File: src/rtl/core/fra_pkg.sv
package fra_pkg;

  // Operation codes
  localparam logic [1:0] OP_ADD = 2'd0;
  localparam logic [1:0] OP_SUB = 2'd1;
  localparam logic [1:0] OP_MUL = 2'd2;
  localparam logic [1:0] OP_DIV = 2'd3;

  // Magnitude width of the divider and the Euclid operands
  localparam int DIV_W = 32;
  localparam int CNT_W = $clog2(DIV_W);
  // Width of the signed cross products
  localparam int PRD_W = 33;

  // Queue depth between front and back
  localparam int Q_DEPTH = 4;
  localparam int Q_AW    = $clog2(Q_DEPTH);

  // Classified transaction handed from front to back
  typedef struct packed {
    logic signed [PRD_W-1:0] n;
    logic signed [PRD_W-1:0] d;
    logic                    dz;
  } fra_item_t;

  // Divider request
  typedef struct packed {
    logic             start;
    logic [DIV_W-1:0] dividend;
    logic [DIV_W-1:0] divisor;
  } fra_div_req_t;

endpackage

File: src/rtl/core/fraction_arith_reduce_unit.sv
// Each transaction passes the front product register and the queue; the back then runs the
// Euclid remainder steps and the two final quotients, or skips the divider for a divide by a
// zero fraction. The back takes the next queued transaction only after the last result is
// registered; the shared 1-bit-per-cycle divider, used for all these divides, sets the pace.
// A 4-entry queue lets the front keep accepting while the back divides.
// Reset (rst, synchronous, active high) empties the queue and the result register.
module fraction_arith_reduce_unit import fra_pkg::*; (
  input  logic               clk,
  input  logic               rst,
  input  logic               push,
  output logic               full,
  input  logic [1:0]         kind,
  input  logic signed [15:0] num_a,
  input  logic [14:0]        den_a,
  input  logic signed [15:0] num_b,
  input  logic [14:0]        den_b,
  output logic               empty,
  input  logic               pop,
  output logic signed [31:0] num_out,
  output logic signed [30:0] den_out,
  output logic               div_zero
);

  logic      q_wr, q_full, q_rd, q_vld;
  fra_item_t wr_item, rd_item;

  fra_front u_front (
    .clk (clk), .rst (rst), .push (push), .full (full),
    .kind (kind), .num_a (num_a), .den_a (den_a), .num_b (num_b), .den_b (den_b),
    .q_wr (q_wr), .q_item (wr_item), .q_full (q_full)
  );

  fra_queue u_queue (
    .clk (clk), .rst (rst), .wr (q_wr), .wr_item (wr_item), .q_full (q_full),
    .rd (q_rd), .rd_item (rd_item), .q_vld (q_vld)
  );

  fra_back u_back (
    .clk (clk), .rst (rst), .q_vld (q_vld), .q_item (rd_item), .q_rd (q_rd),
    .empty (empty), .pop (pop), .num_out (num_out), .den_out (den_out),
    .div_zero (div_zero)
  );

endmodule

File: src/rtl/core/fra_front.sv
module fra_front import fra_pkg::*; (
  input  logic               clk,
  input  logic               rst,
  input  logic               push,
  output logic               full,
  input  logic [1:0]         kind,
  input  logic signed [15:0] num_a,
  input  logic [14:0]        den_a,
  input  logic signed [15:0] num_b,
  input  logic [14:0]        den_b,
  output logic               q_wr,
  output fra_item_t          q_item,
  input  logic               q_full
);

  logic                    vld;
  logic [1:0]              kind_r;
  logic                    dz_r;
  logic signed [PRD_W-1:0] p1;
  logic signed [PRD_W-1:0] p2;
  logic signed [PRD_W-1:0] p3;

  logic signed [16:0] na_x, nb_x, da_x, db_x, m1_x;
  logic signed [33:0] m1, m2, m3;
  logic               take;

  assign na_x = {num_a[15], num_a};
  assign nb_x = {num_b[15], num_b};
  assign da_x = {2'b00, den_a};
  assign db_x = {2'b00, den_b};
  assign m1_x = (kind == OP_MUL) ? nb_x : db_x;
  assign m1   = na_x * m1_x;
  assign m2   = nb_x * da_x;
  assign m3   = da_x * db_x;

  assign full = vld && q_full;
  assign take = push && !full;
  assign q_wr = vld && !q_full;

  // Hold products until the queue takes them
  always_ff @(posedge clk) begin
    if (rst) begin
      vld <= 1'b0;
    end else if (take) begin
      vld <= 1'b1;
    end else if (q_wr) begin
      vld <= 1'b0;
    end
    if (take) begin
      kind_r <= kind;
      dz_r   <= (kind == OP_DIV) && (num_b == 16'sd0);
      p1     <= m1[PRD_W-1:0];
      p2     <= m2[PRD_W-1:0];
      p3     <= m3[PRD_W-1:0];
    end
  end

  // Combine products into numerator and denominator
  always_comb begin
    q_item.dz = dz_r;
    q_item.d  = (kind_r == OP_DIV) ? p2 : p3;
    case (kind_r)
      OP_ADD:  q_item.n = p1 + p2;
      OP_SUB:  q_item.n = p1 - p2;
      default: q_item.n = p1;
    endcase
  end

endmodule

File: src/rtl/core/fra_queue.sv
module fra_queue import fra_pkg::*; (
  input  logic      clk,
  input  logic      rst,
  input  logic      wr,
  input  fra_item_t wr_item,
  output logic      q_full,
  input  logic      rd,
  output fra_item_t rd_item,
  output logic      q_vld
);

  fra_item_t        slots [Q_DEPTH];
  logic [Q_AW-1:0]  wp, rp;
  logic [Q_AW:0]    cnt;

  assign q_full  = (cnt == (Q_AW+1)'(Q_DEPTH));
  assign q_vld   = (cnt != '0);
  assign rd_item = slots[rp];

  // Advance pointers and count
  always_ff @(posedge clk) begin
    if (rst) begin
      wp  <= '0;
      rp  <= '0;
      cnt <= '0;
    end else begin
      if (wr) wp <= wp + 1'b1;
      if (rd) rp <= rp + 1'b1;
      if (wr && !rd) cnt <= cnt + 1'b1;
      else if (rd && !wr) cnt <= cnt - 1'b1;
    end
    if (wr) slots[wp] <= wr_item;
  end

endmodule

File: src/rtl/core/fra_div.sv
module fra_div import fra_pkg::*; (
  input  logic             clk,
  input  logic             rst,
  input  fra_div_req_t     req,
  output logic             done,
  output logic [DIV_W-1:0] quo,
  output logic [DIV_W-1:0] rem
);

  logic             busy;
  logic [CNT_W-1:0] cnt;
  logic [DIV_W-1:0] dvs;
  logic [DIV_W:0]   shifted;
  logic [DIV_W:0]   diff;
  logic             qbit;

  // One quotient bit per cycle, restoring
  assign shifted = {rem, quo[DIV_W-1]};
  assign diff    = shifted - {1'b0, dvs};
  assign qbit    = !diff[DIV_W];

  always_ff @(posedge clk) begin
    if (rst) begin
      busy <= 1'b0;
      done <= 1'b0;
    end else begin
      if (req.start) begin
        busy <= 1'b1;
        done <= 1'b0;
        cnt  <= '0;
        rem  <= '0;
        quo  <= req.dividend;
        dvs  <= req.divisor;
      end else if (busy) begin
        rem  <= qbit ? diff[DIV_W-1:0] : shifted[DIV_W-1:0];
        quo  <= {quo[DIV_W-2:0], qbit};
        cnt  <= cnt + 1'b1;
        done <= (cnt == CNT_W'(DIV_W-1));
        if (cnt == CNT_W'(DIV_W-1)) begin
          busy <= 1'b0;
        end
      end else begin
        done <= 1'b0;
      end
    end
  end

endmodule

File: src/rtl/core/fra_back.sv
module fra_back import fra_pkg::*; (
  input  logic               clk,
  input  logic               rst,
  input  logic               q_vld,
  input  fra_item_t          q_item,
  output logic               q_rd,
  output logic               empty,
  input  logic               pop,
  output logic signed [31:0] num_out,
  output logic signed [30:0] den_out,
  output logic               div_zero
);

  typedef enum logic [2:0] {
    S_IDLE, S_EUC, S_EWAIT, S_QNW, S_QDW, S_OUT
  } state_t;

  state_t           state;
  logic [DIV_W-1:0] a, b, mn, md, qn, qd;
  logic             par, sn, sd, sg, dz, zero;
  logic             out_vld;

  fra_div_req_t     req;
  logic             done;
  logic [DIV_W-1:0] quo, rem;
  logic [PRD_W-1:0] n_abs, d_abs;
  logic [DIV_W-1:0] qn_s, qd_s;

  fra_div u_div (
    .clk  (clk),
    .rst  (rst),
    .req  (req),
    .done (done),
    .quo  (quo),
    .rem  (rem)
  );

  assign n_abs = q_item.n[PRD_W-1] ? -q_item.n : q_item.n;
  assign d_abs = q_item.d[PRD_W-1] ? -q_item.d : q_item.d;
  assign q_rd  = (state == S_IDLE) && q_vld;
  assign empty = !out_vld;

  // Launch remainder steps and the two final quotients
  always_comb begin
    req.start    = 1'b0;
    req.dividend = md;
    req.divisor  = a;
    if (state == S_EUC) begin
      req.start    = (b != '0) || (a != '0);
      req.dividend = (b == '0) ? mn : a;
      req.divisor  = (b == '0) ? a : b;
    end else if (state == S_QNW) begin
      req.start = done;
    end
  end

  // Apply result signs
  assign qn_s = (sn ^ sg) ? -qn : qn;
  assign qd_s = (sd ^ sg) ? -qd : qd;

  always_ff @(posedge clk) begin
    if (rst) begin
      state   <= S_IDLE;
      out_vld <= 1'b0;
    end else begin
      // Set on a new result, clear on a pop
      if ((state == S_OUT) && (!out_vld || pop)) out_vld <= 1'b1;
      else if (pop) out_vld <= 1'b0;
      case (state)
        S_IDLE: begin
          if (q_vld) begin
            sn    <= q_item.n[PRD_W-1];
            sd    <= q_item.d[PRD_W-1];
            mn    <= n_abs[DIV_W-1:0];
            md    <= d_abs[DIV_W-1:0];
            a     <= n_abs[DIV_W-1:0];
            b     <= d_abs[DIV_W-1:0];
            par   <= 1'b0;
            dz    <= q_item.dz;
            zero  <= q_item.dz;
            state <= q_item.dz ? S_OUT : S_EUC;
          end
        end
        S_EUC: begin
          if (b == '0) begin
            sg <= par ? sd : sn;
            if (a == '0) begin
              zero  <= 1'b1;
              state <= S_OUT;
            end else begin
              state <= S_QNW;
            end
          end else begin
            state <= S_EWAIT;
          end
        end
        S_EWAIT: begin
          if (done) begin
            a     <= b;
            b     <= rem;
            par   <= !par;
            state <= S_EUC;
          end
        end
        S_QNW: begin
          if (done) begin
            qn    <= quo;
            state <= S_QDW;
          end
        end
        S_QDW: begin
          if (done) begin
            qd    <= quo;
            state <= S_OUT;
          end
        end
        S_OUT: begin
          if (!out_vld || pop) begin
            div_zero <= dz;
            num_out  <= zero ? '0 : qn_s;
            den_out  <= zero ? '0 : qd_s[30:0];
            state    <= S_IDLE;
          end
        end
        default: state <= S_IDLE;
      endcase
    end
  end

endmodule

File: config.mk
export PLATFORM = sky130hd
export DESIGN_NAME = fraction_arith_reduce_unit
export DESIGN_NICKNAME = d
export VERILOG_FILES = /design/src/rtl/core/fra_pkg.sv /design/src/rtl/core/fraction_arith_reduce_unit.sv /design/src/rtl/core/fra_front.sv /design/src/rtl/core/fra_queue.sv /design/src/rtl/core/fra_div.sv /design/src/rtl/core/fra_back.sv
export SDC_FILE = /design/constraint.sdc
export NUM_CORES = 2
export LEC_CHECK = 0
export BUFFER_PORTS_ARGS = -buffer_cell sky130_fd_sc_hd__buf_2
export CAP_MARGIN = 20
export CORE_MARGIN = 4
export CORE_UTILIZATION = 65
export CTS_BUF_LIST = sky130_fd_sc_hd__clkbuf_8
export CTS_CLUSTER_DIAMETER = 50
export DETAILED_ROUTE_END_ITERATION = 7
export PLACE_DENSITY = 0.91
export RECOVER_POWER = 100
export SYNTH_ARGS = -nofsm -noshare
export SYNTH_HDL_FRONTEND = slang
export SYNTH_SLANG_ARGS = --single-unit
File: constraint.sdc
create_clock -name clk -period 11.1 [get_ports clk]
set_input_delay 0.555 -clock clk [delete_from_list [all_inputs] [get_ports clk]]
set_output_delay 0.555 -clock clk [all_outputs]
set_load 0.05 [all_outputs]
* Yosys cells after proc, flatten, opt, wreduce, memory -nomap -nowiden
Memory sizes are Yosys's and may differ from the RTL's. A register that Yosys moved wholly into a read port is not among the register bits.
Index checks and enable logic that the tools add are counted.
Widths: inputs -> output; s select.
** Cells by class
- Reduce and logical (&&, ||, !) cells :: 42
- Add/sub/neg operators :: 12
- Muxes and demuxes :: 53
- Shift operators :: 0
- Eq/ne operators :: 18
- Div/mod/pow operators :: 0
- $lt $le $gt $ge :: 0
- Multipliers :: 3
- Bitwise logic cells :: 4
** Operator list (count)
- $mux 32 :: 13
- $pmux 32 s2 :: 2
- $neg 32->32 :: 3
- $pmux 33 s2 :: 1
- $logic_not 32->1 :: 2
- $mux 64 :: 1
- $reduce_bool 32->1 :: 2
- $add 33x33->33 :: 1
- $mul 16x17->33 :: 1
- $mux 33 :: 1
- $sub 33x32->33 :: 1
- $sub 33x33->33 :: 1
- $mul 16x16->32 :: 1
- $mux 31 :: 1
- $neg 31->31 :: 1
- $mul 15x15->30 :: 1
- $mux 3 :: 10
- $pmux 3 s6 :: 1
- $mux 1 :: 17
- $mux 17 :: 1
- $logic_not 16->1 :: 1
- $reduce_and 3->1 :: 5
- $ne 2x2->1 const B :: 6
- $reduce_bool 2->1 :: 6
- other kinds (26) :: 52
** Storage, ports and cells
- Logic and storage cells :: 165
- Flip-flop bits (word level) :: 478
- ROM bits :: 0
- Input port bits :: 68
- Memories kept :: 1
- Memory bits (writable) :: 268
- Bits in latches :: 0
** Memories
- u_queue.slots :: words 4, width 67, rd ports 1, clocked after memory_dff 1, wr ports 1, line fra_queue.sv:12 : fra_item_t slots [Q_DEPTH];

* Logic depth before layout (Yosys ltp)
- Depth in word-level cells :: 7
- Mapped depth :: 29
- Depth with buffers taken out :: 26

* By module
Synthesis repeated with hierarchy kept, for this count alone.
** Unflattened totals
- Cells, all modules :: 5526
- Area, all modules :: 62109.6 um^2
** By module, submodules not included
- fra_front :: cells an instance 3575, times used 1, seq. area each 2962.8 um^2, area an instance 32804.0 um^2
- fra_back :: cells an instance 1054, times used 1, seq. area each 7917.6 um^2, area an instance 13274.0 um^2
- fra_queue :: cells an instance 394, times used 1, seq. area each 8227.9 um^2, area an instance 10132.2 um^2
- fra_div :: cells an instance 503, times used 1, seq. area each 3072.9 um^2, area an instance 5899.4 um^2

* Least setup slack after synthesis
Ideal clock, no wire load.
- Kind :: input to register
- Start point :: input port kind[1]
- End point :: register u_front.p1[31] (data pin)
- Path slack :: 3044 ps
- Setup time :: 270 ps
- Cell stages on the path :: 24
- Data required time :: 10830 ps
- Arrival :: 7786 ps
- Path through :: nor2b_1 -> clkbuf_1 -> buf_1 -> and2_0 -> clkbuf_1 -> nand2_1 -> fa_1 -> inv_1 -> fa_1 -> fa_1 -> fa_1 -> fa_1 -> inv_1 -> fa_1 -> inv_1 -> ha_1 -> a21o_1 -> a21o_1 -> nand2b_1 -> a311o_1 -> a2111oi_0 -> or3_1 -> a21oi_1 -> or3b_2
** Between the ends
- Cells in the longest elaborated chain, start to end :: 3
** RTL lines
- from (decl) :: line fraction_arith_reduce_unit.sv:12 : input logic [1:0] kind,
- $eq 2x2->1 :: line fra_front.sv:31 : assign m1_x = (kind == OP_MUL) ? nb_x : db_x;
- $mux 17 :: line fra_front.sv:31
- $mul 16x17->33 :: line fra_front.sv:32 : assign m1 = na_x * m1_x;
- via u_front.m1[31] :: line fra_front.sv:24 : logic signed [33:0] m1, m2, m3;
- to (signal assigned) :: line fra_front.sv:52 : p1 <= m1[PRD_W-1:0];
- to (decl) :: line fra_front.sv:19 : logic signed [PRD_W-1:0] p1;
The timed path passes the listed nets, and every way through them passes these cells.
A chain may end at the register's enable or synchronous reset.

* Final worst setup path
Same ends and word-level chain as after synthesis.

==> flow_metrics.py <==
metrics = {
    "synthesis": {
        "ys_warn_count": 0,
        "synth-seq-cells": 740,
        "synth_cells": 5573,
        "synthTopCellsByArea": "edfxtp_1 (35%), fa_1 (22%), ha_1 (6.8%)",
        "yosysUniqueCellTypes": 78,
        "yosysSeqAreaShare": 0.358,
        "ys.flop_type": "edfxtp_1",
        "synth_edf_count": 724,
        "synth_top_area_frac": 0.353,
        "syn-num-nets": 6659,
        "syn-cell-area_sq_um": 61600,
        "syn_area_per_cell_sq_um": 11.1,
        "async_reset_ff_frac": 0,
        "yosys.area.top_type": "edfxtp_1",
    },
    "layout": {
        "fin_area_sq_um": 65300,
        "synthToLayoutAreaGrowth_pct": 6.07,
        "final_util": 0.698,
        "mostFrequentLayoutCells": "inv_1 (920), edfxtp_1 (724), fa_1 (683)",
        "final_common_cell": "inv_1",
        "drive_gt1_frac": 0.0725,
        "final_nets": 6744,
    },
    "setup_path": {
        "start_kind": "input pin",
        "worstReg2RegEnd": "u_back.a[31]",
        "crit_required_ns": 11.57,
        "endpoint_kind": "flip-flop",
        "cp.arrival_ns": 9.52,
        "cp_max_fo": 18,
        "r2r_cells": 10,
        "crit_type": "input pin to flip-flop",
        "r2r_setup_slack_ns": 2.78,
    },
    "worst_hold_path": {
        "min_from": "push",
        "min_to": "u_front.vld",
        "whs_path_depth": 3,
        "hold_class": "input pin to flip-flop",
    },
    "timing": {
        "finalCritPeriodShare": 0.815,
        "setup_violations": 0,
        "grt_setup_unrepaired": "false",
        "skew_ns": 0.0596,
        "fin_crit_ns": 9.05,
        "max_freq_ghz": 0.111,
        "slew_headroom": -1.81,
        "hold_violations": 0,
        "finalMaxSlewViolations": 1238,
        "finalSetupTns_ns": 0,
        "worst_pin_slew_ns": 4.21,
    },
    "floorplan": {
        "io_pins": 134,
        "die_w_microns": 316,
        "core_sq_um": 93600,
        "rows": 112,
        "die_h_microns": 316,
        "die-area_sq_um": 99700,
        "start_util": 0.658,
    },
    "cts": {
        "clkTransAtPathRegs_ns": 0.06,
        "cts_root_buffer": "clkbuf_8",
        "cts.sinks": 740,
        "cts_setup_buffers": 0,
        "cts-htree-levels": 3,
        "cts_buffer_depth": 3,
        "cts_tree": "built",
        "cts_buffers": 114,
        "insertion_delay_ns": 0.76,
    },
    "route": {
        "wl_per_cell_microns": 21.4,
        "drc": 0,
        "drt-pass1-iter-count": 6,
        "wl_microns": 150000,
        "initialDrtViolationCount": 4248,
        "vias": 42500,
        "ant_nets": 0,
        "via_per_inst": 6.07,
    },
    "place": {
        "port_buffers": 133,
        "place_area_sq_um": 63400,
        "place.gp.congestion": 0.932,
        "dpl.hpwl_microns": 111000,
    },
    "global_route": {
        "grt_max_degree": 79,
        "grt_pass1_wl_microns": 240000,
        "antenna_found_initial": 4,
        "grt.total_usage": 0.307,
        "overflow": 0,
        "grt_pass1_vias": 45200,
    },
    "run": {
        "maxCapViolCount": 23,
    },
    "status": {
        "violations": "capacitance limit, slew limit",
        "status": "complete, but fails checks",
    },
}
-- Yosys cell counts, types with 9 or more instances --
library cell	number
o21bai_1	18
a31oi_1	13
o21a_1	21
nor3_1	55
buf_2	11
mux2_2	143
nor2_1	247
fa_1	683
nand2b_1	48
o21ai_0	203
nor4_1	41
o41ai_1	11
a21oi_1	186
nand3_1	37
o31ai_1	36
inv_1	888
mux4_2	64
and2_1	297
o21ai_1	9
or4_1	15
o211ai_1	15
mux2i_1	65
a21o_1	59
a211oi_1	21
and3_1	23
or3_1	37
xnor2_1	165
nand4_1	18
or2_2	15
nor2b_1	33
ha_1	335
dfxtp_1	16
edfxtp_1	724
clkbuf_1	186
xor2_1	122
nand2_1	608
-- critical path: stages --
cell and delay, ns:
dlygate4sd3_1 0.52, clkbuf_1 0.14, nor2b_1 0.17, clkbuf_1 0.75, and2_0 0.78, nand2_1 0.22
inv_1 0.18, fa_1 0.53, fa_1 0.84, fa_1 0.53, fa_1 0.49, fa_1 0.57
inv_1 0.07, fa_1 0.53, inv_1 0.04, ha_1 0.33, a21o_1 0.19, a21o_1 0.22
nand2b_1 0.15, a311o_1 0.30, a2111oi_0 0.64, or3_1 0.26, a21oi_1 0.08, or3b_2 0.43
-- flip-flops by register name (all words and copies together) (netlist names), 32 cells and up, named ones only --
name / flops
u_back.u_div.dvs: 32
u_back.mn: 32
u_back.num_out: 32
u_back.u_div.quo: 32
u_back.a: 32
u_front.p2: 32
u_back.md: 32
u_back.u_div.rem: 32
u_queue.slots: 264
u_back.b: 32
u_front.p1: 33
u_back.qn: 32
-- area by class of cell --
cell class                      count  area (sq um)
Clock inverter                     91           594
Fill cell                        6134         28300
Multi-Input combinational cell   3738         35400
Tap cell                         1254          1570
Clock buffer                      117          1610
Timing Repair Buffer              176           793
Sequential cell                   740         22100
Inverter                          888          3330
Antenna cell                        3          7.51
-- cell families after synthesis --
logic type	synth area share
XOR/XNOR	0.0408
adder cells (fa/ha/maj)	0.290
buffers and inverters	0.0673
multiplexers	0.0601
AND/OR/NAND/NOR	0.120
flip-flops	0.358
AO/OA/AOI/OAI	0.0638
-- worst max path at each step --
stage,start,end,cells after the start
6_report,kind[1],u_front.p1[31],24
5_1_grt,kind[1],u_front.p1[31],24
4_1_cts,kind[1],u_front.p1[31],24
3_5_place_dp,kind[1],u_front.p1[31],23
3_3_place_gp,kind[1],u_front.p1[31],23
2_1_floorplan,kind[1],u_front.p1[31],24
-- repair_timing --
| item | 4_1_cts | 5_1_grt |
|---|---|---|
| gates resized for setup | 0 | 0 |
| hold buffers | 2 | 0 |
| hold endpoints to repair | 2 | 0 |
| setup endpoints to repair | 0 | 0 |
-- layer usage --
layer	vias up	track usage	share of wire	routed length [microns]
li1	18600	-	-	-
met1	20800	0.380	0.36	53800
met2	2517	0.514	0.48	72300
met3	603	0.0537	0.091	13600
met4	4	0.175	0.069	10300
met5	-	0	0.00015	23
-- per-stage QoR --
stage / setup slack (ns) / cells / hold WS, ns
global route: 1.71 / 7006 / 0.0521
floorplan: 3.04 / 5573 / 0.400
finish: 2.05 / 7007 / 0.0647
global placement: 2.73 / 6789 / 0.439
CTS: 2.79 / 7000 / 0.00178
detailed placement: 2.55 / 6790 / 0.443
Power is not shown: default switching activity piles up to over one toggle a cycle in this logic, so the estimate is an artifact.
